<file path="config.mk">
export PLATFORM = sky130hd
export DESIGN_NAME = hsv_to_rgb_convert_core
export DESIGN_NICKNAME = d
export VERILOG_FILES = /design/src/rtl/core/hsv2rgb_pkg.sv /design/src/rtl/core/hsv_to_rgb_convert_core.sv
export VERILOG_INCLUDE_DIRS = /design/src /design/src/rtl/core
export SDC_FILE = /design/constraint.sdc
export NUM_CORES = 2
export LEC_CHECK = 0
export BUFFER_PORTS_ARGS = -buffer_cell sky130_fd_sc_hd__buf_2
export CAP_MARGIN = 20
export CORE_MARGIN = 1.5
export CORE_UTILIZATION = 60
export DETAILED_ROUTE_END_ITERATION = 8
export HOLD_SLACK_MARGIN = 0.03
export PLACE_DENSITY = 0.74
export SKIP_LAST_GASP = 1
export SLEW_MARGIN = 30
export SYNTH_ARGS = -nofsm -noshare
export SYNTH_HDL_FRONTEND = slang
export SYNTH_SLANG_ARGS = --single-unit
</file>
<file path="constraint.sdc">
create_clock -name clk_i -period 11.1 [get_ports clk_i]
set_input_delay 0.555 -clock clk_i [delete_from_list [all_inputs] [get_ports clk_i]]
set_output_delay 0.555 -clock clk_i [all_outputs]
set_load 0.05 [all_outputs]
</file>
<file path="src/rtl/core/assert_macros.svh">
// assert_macros.svh - concurrent assertion macros shared by the RTL.
// Expects clk_i and rst_ni in the scope of the module that uses them.
`ifndef ASSERT_MACROS_SVH
`define ASSERT_MACROS_SVH

// same-cycle implication
`define ASSERT_NOW(lbl, ante, cons) \
  lbl: assert property (@(posedge clk_i) disable iff (!rst_ni) (ante) |-> (cons)) \
    else $error("assertion failed");

// next-cycle implication
`define ASSERT_NEXT(lbl, ante, cons) \
  lbl: assert property (@(posedge clk_i) disable iff (!rst_ni) (ante) |=> (cons)) \
    else $error("assertion failed");

`endif

</file>
<file path="src/rtl/core/hsv2rgb_pkg.sv">
// hsv2rgb_pkg - field widths and defaults for the HSV to RGB converter.
// No dependencies.
`default_nettype none

package hsv2rgb_pkg;

  localparam int unsigned HueW           = 17;
  localparam int unsigned FracW          = 9;
  localparam int unsigned ByteW          = 8;
  localparam int unsigned HueFracBitsDef = 6;

endpackage

`default_nettype wire

</file>
<file path="src/rtl/core/hsv_to_rgb_convert_core.sv">
// hsv_to_rgb_convert_core - pipelined HSV to 8-bit RGB pixel converter.
// Depends on hsv2rgb_pkg and assert_macros.svh.
//
//   channel  | direction | handshake               | payload
//   ---------+-----------+-------------------------+-----------------------------
//   in       | sink      | in_valid_i / in_ready_o | hue_i, saturation_i, brightness_i
//   out      | source    | out_valid_o/out_ready_i | red_o, green_o, blue_o
//
// Twelve register stages; one request enters per cycle while back-pressure does not stall the pipeline.
// The depth is set by the two constant-reciprocal divisions (hue wrap, x channel).
// Each stage holds its own valid bit and stalls only when it and all later
// stages are full, so bubbles are squeezed out under back-pressure.
// Reset clears the valid bits only.
`default_nettype none
`include "assert_macros.svh"

module hsv_to_rgb_convert_core #(
  parameter int unsigned HueFracBits = hsv2rgb_pkg::HueFracBitsDef
) (
  input  logic                                   clk_i,
  input  logic                                   rst_ni,
  input  logic                                   in_valid_i,
  output logic                                   in_ready_o,
  input  logic signed [hsv2rgb_pkg::HueW-1:0]    hue_i,
  input  logic        [hsv2rgb_pkg::FracW-1:0]   saturation_i,
  input  logic        [hsv2rgb_pkg::FracW-1:0]   brightness_i,
  output logic                                   out_valid_o,
  input  logic                                   out_ready_i,
  output logic        [hsv2rgb_pkg::ByteW-1:0]   red_o,
  output logic        [hsv2rgb_pkg::ByteW-1:0]   green_o,
  output logic        [hsv2rgb_pkg::ByteW-1:0]   blue_o
);

  import hsv2rgb_pkg::*;

  localparam int unsigned NS     = 12;
  localparam int unsigned Unit   = 60 << HueFracBits;
  localparam int unsigned Turn   = 6 * Unit;
  localparam int unsigned TurnW  = $clog2(Turn + 1);
  localparam int unsigned UnitW  = $clog2(Unit + 1);
  localparam int unsigned Kt     = (65536 + Turn - 1) / Turn;
  localparam int unsigned HpMax  = 65535 + Kt * Turn;
  localparam int unsigned HpW    = $clog2(HpMax + 1);
  localparam longint unsigned Rec1 = (64'd1 << HpW) / Turn;
  localparam int unsigned CW     = 2 * FracW;
  localparam int unsigned MW     = CW + 1;
  localparam longint unsigned MaxN = 64'd511 * 511 * Unit + 64'd511 * 256 * Unit;
  localparam int unsigned NW     = $clog2(MaxN + 1) + 1;
  localparam longint unsigned AMax = (MaxN * 255) >> 16;
  localparam int unsigned AW     = $clog2(AMax + 1);
  localparam longint unsigned SatLim = 64'd256 * Unit;
  localparam int unsigned AW2    = $clog2(SatLim);
  localparam int unsigned S2     = AW2 + UnitW;
  localparam longint unsigned Rec2 = (64'd1 << S2) / Unit;
  localparam int unsigned RecW2  = AW2 + 1;
  localparam int unsigned PW2    = AW2 + RecW2;
  localparam logic [ByteW-1:0] ByteMax = '1;

  typedef enum logic [2:0] {
    SecRY, SecYG, SecGC, SecCB, SecBM, SecMR
  } sector_e;

  logic [NS-1:0] vld_q, en;

  // stage registers
  logic [HpW-1:0]        hp0_q, hp1_q, q1_q, r2_q;
  logic                  pos0_q, pos1_q, pos2_q;
  logic [CW-1:0]         c0_q, c1_q, c2_q, c3_q, c4_q, c5_q;
  logic [FracW-1:0]      v0_q;
  logic signed [MW-1:0]  m1_q, m2_q, m3_q, m4_q, m5_q;
  logic [ByteW-1:0]      fb1_q, fb2_q, fb3_q, fb4_q, fb5_q, fb6_q, fb7_q, fb8_q, fb9_q, fb10_q;
  logic [ByteW-1:0]      ob2_q, ob3_q, ob4_q, ob5_q, ob6_q, ob7_q, ob8_q, ob9_q, ob10_q;
  logic [TurnW-1:0]      w3_q, w4_q;
  sector_e               sec4_q, sec5_q, sec6_q, sec7_q, sec8_q, sec9_q, sec10_q;
  logic [UnitW-1:0]      e5_q;
  logic [CW+UnitW-1:0]   ce6_q;
  logic signed [NW-1:0]  mu6_q, n7_q;
  logic [AW-1:0]         a8_q;
  logic                  zero8_q, zero9_q, zero10_q, sat9_q, sat10_q;
  logic [AW2-1:0]        a9_q, rem10_q;
  logic [PW2-1:0]        prod9_q;
  logic [ByteW-1:0]      q10_q;
  logic [ByteW-1:0]      red_q, green_q, blue_q;

  // next-state logic
  logic signed [HpW:0]     hsum;
  logic [HpW-1:0]          hp0_d, q1_d, r2_d, rr;
  logic [2*HpW-1:0]        prod1, qt;
  logic                    pos0_d;
  logic [FracW+ByteW-1:0]  v255;
  logic [ByteW-1:0]        fb1_d, ob2_d, q10_d, xb;
  logic signed [MW-1:0]    m1_d;
  logic signed [MW+7:0]    m255;
  logic [TurnW-1:0]        w3_d, base, tt;
  logic [2:0]              cnt;
  logic signed [TurnW:0]   dif, absd;
  logic [UnitW-1:0]        e5_d;
  logic signed [NW-1:0]    m_ext, mu6_d, n7_d;
  logic signed [NW+7:0]    n255;
  logic [AW-1:0]           a8_d;
  logic                    zero8_d, sat9_d;
  logic [PW2-1:0]          prod9_d;
  logic [AW2-1:0]          qu, rem10_d;
  logic [ByteW-1:0]        red_d, green_d, blue_d;

  // per-stage enables: a stage moves when empty or when the next one moves
  always_comb begin
    en[NS-1] = !vld_q[NS-1] || out_ready_i;
    for (int k = NS - 2; k >= 0; k--) begin
      en[k] = !vld_q[k] || en[k+1];
    end
  end

  assign in_ready_o = en[0];

  always_ff @(posedge clk_i or negedge rst_ni) begin
    if (!rst_ni) begin
      vld_q <= '0;
    end else begin
      if (en[0]) begin
        vld_q[0] <= in_valid_i;
      end
      for (int k = 1; k < NS; k++) begin
        if (en[k]) begin
          vld_q[k] <= vld_q[k-1];
        end
      end
    end
  end

  // stage 0: offset hue positive, chroma product
  assign hsum   = (HpW+1)'(hue_i) + $signed((HpW+1)'(Kt * Turn));
  assign hp0_d  = hsum[HpW-1:0];
  assign pos0_d = !hue_i[HueW-1] && (hue_i != '0);

  // stage 1: quotient estimate for hue mod turn, offset, full-channel byte
  assign prod1 = hp0_q * HpW'(Rec1);
  assign q1_d  = prod1[2*HpW-1:HpW];
  assign m1_d  = $signed({2'b00, v0_q, 8'h00}) - $signed({1'b0, c0_q});
  assign v255  = {v0_q, 8'h00} - {8'h00, v0_q};
  assign fb1_d = v255[FracW+ByteW-1] ? ByteMax : v255[FracW+ByteW-2:ByteW];

  // stage 2: remainder, offset-channel byte
  assign qt    = q1_q * HpW'(Turn);
  assign r2_d  = hp1_q - qt[HpW-1:0];
  assign m255  = $signed({m1_q, 8'h00}) - (MW+8)'(m1_q);
  assign ob2_d = (m1_q[MW-1] || m1_q == '0) ? '0 :
                 (|m255[MW+7:24]) ? ByteMax : m255[23:16];

  // stage 3: final correction of the wrap, full turn kept as is
  assign rr   = (r2_q >= HpW'(Turn)) ? r2_q - HpW'(Turn) : r2_q;
  assign w3_d = (rr == '0 && pos2_q) ? TurnW'(Turn) : TurnW'(rr);

  // stage 4: sector by threshold count
  always_comb begin
    cnt = '0;
    for (int k = 1; k < 6; k++) begin
      cnt = cnt + 3'(w3_q >= TurnW'(k * Unit));
    end
  end

  // stage 5: blend weight U - |(h mod 2U) - U|
  always_comb begin
    case (sec4_q)
      SecRY, SecYG: base = '0;
      SecGC, SecCB: base = TurnW'(2 * Unit);
      default:      base = TurnW'(4 * Unit);
    endcase
    tt   = w4_q - base;
    dif  = $signed({1'b0, tt}) - $signed((TurnW+1)'(Unit));
    absd = dif[TurnW] ? -dif : dif;
    e5_d = UnitW'(Unit) - UnitW'(absd);
  end

  // stage 6: products, stage 7: sum
  assign m_ext = NW'(m5_q);
  assign mu6_d = m_ext * $signed(NW'(Unit));
  assign n7_d  = $signed(NW'(ce6_q)) + mu6_q;

  // stage 8: scale by 255 / 2^16
  assign n255    = $signed({n7_q, 8'h00}) - (NW+8)'(n7_q);
  assign a8_d    = n255[16 +: AW];
  assign zero8_d = n7_q[NW-1] || (n7_q == '0);

  // stage 9: saturate check and reciprocal product for / Unit
  assign sat9_d  = a8_q >= AW'(SatLim);
  assign prod9_d = PW2'(a8_q[AW2-1:0] * RecW2'(Rec2));

  // stage 10: quotient estimate and remainder
  assign q10_d   = prod9_q[S2 +: ByteW];
  assign qu      = AW2'(q10_d * AW2'(Unit));
  assign rem10_d = a9_q - qu;

  // stage 11: correct quotient, route channels by sector
  always_comb begin
    if (zero10_q) begin
      xb = '0;
    end else if (sat10_q) begin
      xb = ByteMax;
    end else if (rem10_q >= AW2'(Unit)) begin
      xb = q10_q + ByteW'(1);
    end else begin
      xb = q10_q;
    end
    case (sec10_q)
      SecRY: begin red_d = fb10_q; green_d = xb;     blue_d = ob10_q; end
      SecYG: begin red_d = xb;     green_d = fb10_q; blue_d = ob10_q; end
      SecGC: begin red_d = ob10_q; green_d = fb10_q; blue_d = xb;     end
      SecCB: begin red_d = ob10_q; green_d = xb;     blue_d = fb10_q; end
      SecBM: begin red_d = xb;     green_d = ob10_q; blue_d = fb10_q; end
      default: begin red_d = fb10_q; green_d = ob10_q; blue_d = xb;   end
    endcase
  end

  always_ff @(posedge clk_i) begin
    if (en[0]) begin
      hp0_q <= hp0_d; pos0_q <= pos0_d;
      c0_q  <= saturation_i * brightness_i;
      v0_q  <= brightness_i;
    end
    if (en[1]) begin
      q1_q <= q1_d; hp1_q <= hp0_q; pos1_q <= pos0_q;
      c1_q <= c0_q; m1_q <= m1_d; fb1_q <= fb1_d;
    end
    if (en[2]) begin
      r2_q <= r2_d; pos2_q <= pos1_q;
      c2_q <= c1_q; m2_q <= m1_q; fb2_q <= fb1_q; ob2_q <= ob2_d;
    end
    if (en[3]) begin
      w3_q <= w3_d;
      c3_q <= c2_q; m3_q <= m2_q; fb3_q <= fb2_q; ob3_q <= ob2_q;
    end
    if (en[4]) begin
      w4_q <= w3_q; sec4_q <= sector_e'(cnt);
      c4_q <= c3_q; m4_q <= m3_q; fb4_q <= fb3_q; ob4_q <= ob3_q;
    end
    if (en[5]) begin
      e5_q <= e5_d; sec5_q <= sec4_q;
      c5_q <= c4_q; m5_q <= m4_q; fb5_q <= fb4_q; ob5_q <= ob4_q;
    end
    if (en[6]) begin
      ce6_q <= c5_q * e5_q; mu6_q <= mu6_d;
      sec6_q <= sec5_q; fb6_q <= fb5_q; ob6_q <= ob5_q;
    end
    if (en[7]) begin
      n7_q <= n7_d;
      sec7_q <= sec6_q; fb7_q <= fb6_q; ob7_q <= ob6_q;
    end
    if (en[8]) begin
      a8_q <= a8_d; zero8_q <= zero8_d;
      sec8_q <= sec7_q; fb8_q <= fb7_q; ob8_q <= ob7_q;
    end
    if (en[9]) begin
      a9_q <= a8_q[AW2-1:0]; prod9_q <= prod9_d;
      zero9_q <= zero8_q; sat9_q <= sat9_d;
      sec9_q <= sec8_q; fb9_q <= fb8_q; ob9_q <= ob8_q;
    end
    if (en[10]) begin
      q10_q <= q10_d; rem10_q <= rem10_d;
      zero10_q <= zero9_q; sat10_q <= sat9_q;
      sec10_q <= sec9_q; fb10_q <= fb9_q; ob10_q <= ob9_q;
    end
    if (en[11]) begin
      red_q <= red_d; green_q <= green_d; blue_q <= blue_d;
    end
  end

  assign out_valid_o = vld_q[NS-1];
  assign red_o       = red_q;
  assign green_o     = green_q;
  assign blue_o      = blue_q;

  `ASSERT_NOW(a_ready_when_drained, !vld_q[NS-1], in_ready_o)
  `ASSERT_NEXT(a_accept_lands, in_valid_i && in_ready_o, vld_q[0])
  `ASSERT_NOW(a_hue_wrapped, vld_q[3], w3_q <= TurnW'(Turn))
  `ASSERT_NOW(a_blend_range, vld_q[5], e5_q <= UnitW'(Unit))
  `ASSERT_NOW(a_rem_bound, vld_q[10] && !zero10_q && !sat10_q, rem10_q < AW2'(2 * Unit))

endmodule

`default_nettype wire

</file>
==> summary.txt <==
outcome -> finished, final reports clean
IO Port Bufs -> 64
largest net degree at the start of global routing -> 75
synth top area cells -> edfxtp_1 (45%), fa_1 (14%), ha_1 (13%)
Max Freq -> 0.157 GHz
initial core utilization -> 0.604
Slew @ Worst Pin -> 920 ps
Antenna Cells -> 0
Clock Path Buffers -> 3
total wire length -> 76600 um
Residual DRC -> 0
Via-to-Cell Ratio -> 5.47
CTS Sinks -> 673
routability cong. -> 0.894
vias in the first global route -> 26658
# IOs -> 65
final hold vios -> 0
worst skew pair latency -> 610 ps
Resize count post-CTS -> 0
Setup TNS Final -> 0 ps
H-tree Lvls -> 3
full die area -> 0.0750 mm^2
share of cells above drive strength 1 -> 0.0620
Post-Syn Nets -> 4478
top cell family by delay on the critical path -> adder cells
total track usage -> 0.212
kind of start point of the critical path -> register
top-count cell post-synth -> edfxtp_1
final clock skew -> 28.2 ps
number of synthesized flops with an enable pin -> 661
CP Data Arrival Time -> 6700 ps
DR pass1 iterations -> 5
MaxCap Viol Count -> 0
Synth top area share -> 0.451
Final setup viols -> 0
Primary FF master, synth -> edfxtp_1
RSZ-0062 raised after global routing -> no
Layout Nets -> 4547
Routed WL per cell -> 16.1 um
antenna violations before repair -> 0
core area -> 0.0728 mm^2
count of cell types in the netlist -> 93
clk root buf -> clkbuf_16
hold depth -> 1
FF-to-FF setup slack -> 4750 ps
Crit path required time -> 11440 ps
worst r2r dst -> ce6_q[28]
Synth Instances -> 3682
worst path bufs/invs -> 3
Slowest cell on crit path -> edfxtp_1
crit-path cells -> nand2_1, fa_1, inv_1, fa_1, fa_1, fa_1, inv_1, fa_1, inv_1, ha_1, a21oi_1, o21ai_1, nor2b_1, a2111o_1, a221o_1, a31oi_1, o21ai_1, o31ai_1, xnor2_1
max-slew headroom at the worst pin -> 0.387
crit-path max cell delay -> 800 ps
CTS tree -> yes
die width -> 274 um
initial DRC count -> 1377
num rows -> 99
synthesized area -> 0.0440 mm^2
CP dominant cell by count -> fa_1
CP endpoint kind -> register
sequential cell area -> 0.0201 mm^2
Fill cells -> 5373
Layout area overhead -> 8.63%
Synth Register Bits -> 673
Die Ht -> 274 um
Post-synth top cells -> edfxtp_1 (661), inv_1 (630), ha_1 (446), fa_1 (311), nand2_1 (282)
Ys Warns -> 0
worst min path class -> in -> reg
first-pass GRT wire length -> 129000 um
Synth area leader -> edfxtp_1
post-route ant nets -> 0
critical path type -> reg -> reg
Async S/R FF share, synth -> 0.0178
DR vias -> 26086
Reg-to-Reg Start -> e5_q[8]
WHS Endpoint -> hp0_q[3]
Syn Area/Cell -> 12.0 um^2
Clock transition at path regs -> 60 ps
DPL Wire Length -> 57800 um
Hold Startpoint -> hue_i[3]
crit share post-route -> 0.572
sequential area share after synthesis -> 0.458
global route total overflow -> 0
CTS Buf Count -> 72
multi-input logic area -> 0.0212 mm^2
Critical Path Fanout Max -> 18
Final Critical Period -> 6350 ps
Worst R2R Path Depth -> 19
Slew Limit Fails -> 0
[area by class of cell]
cell class | count | share of cell area
Clock inverter | 42 | 0.00994
Multi-Input combinational cell | 2296 | 0.444
Timing Repair Buffer | 77 | 0.00895
Clock buffer | 90 | 0.0410
Tap cell | 959 | 0.0251
Inverter | 631 | 0.0496
Sequential cell | 673 | 0.421
[per-layer routing]
metal / global-route usage / vias to the layer above / share of wire
met5: 0 / - / 0
met3: 0.0272 / 147 / 0.039
li1: - / 12764 / -
met2: 0.389 / 556 / 0.52
met4: 0.0671 / 0 / 0.027
met1: 0.259 / 12619 / 0.42
[registers in the layout, indices dropped and copies added, names as in the netlist, 23 cells and up]
signal and cells:
n7_q 32, ce6_q 30, a8_q 23, mu6_q 24
[what timing repair did]
action / in CTS / in global routing
setup endpoints to repair: 0 / 0
hold buffers: 1 / 0
buffers inserted: 0 / 0
hold endpoints to repair: 12 / 0
[worst max path at each step]
stage | start | end | slack [ps] | cells past startpoint
after CTS | e5_q[7] | ce6_q[28] | 4800 | 19
after detailed placement | e5_q[7] | ce6_q[28] | 4820 | 19
after floorplan | vld_q[11] | c0_q[0] | 2210 | 8
final | e5_q[8] | ce6_q[28] | 4750 | 19
after global placement | e5_q[8] | ce6_q[28] | 4910 | 19
after global routing | e5_q[7] | ce6_q[28] | 4380 | 19
[layout by cell type, fill, tap and decap left out, types with 42 or more instances in the layout]
master     count
o21ai_0      103
clkbuf_16     75
nand2_1      278
ha_1         446
buf_2         64
a21o_1        65
xnor2_1      145
and2_1       112
fa_1         311
nor3_1        42
a21oi_1      145
inv_1        628
nor2_1       122
edfxtp_1     661
xor2_1        64
[metrics by stage]
step / cells / worst slack [ps] / hold WS, ps / instance area, um^2 / utilization
floorplan: 3682 / 2210 / 259 / 44000 / -
global placement: 4634 / 4910 / 401 / 45300 / 0.623
detailed placement: 4634 / 4820 / 405 / 45300 / 0.623
CTS: 4767 / 4800 / 84.8 / 47800 / 0.656
global route: 4768 / 4380 / 98.5 / 47800 / 0.657
finish: 4768 / 4750 / 138 / 47800 / 0.657
[cells by family after synthesis]
family	count (synthesis)	share of synthesized area
adders and majority gates	757	0.268
DFF	673	0.458
buffers and inverters	713	0.0614
muxes	14	0.00321
AOI/OAI and AO/OA	549	0.0826
and+or+nand+nor	767	0.0855
xor gates and xnor gates	209	0.0416
Power is left out: the tool's default activity adds up to more than one toggle a clock period on the data nets, which glitch-free logic cannot reach.
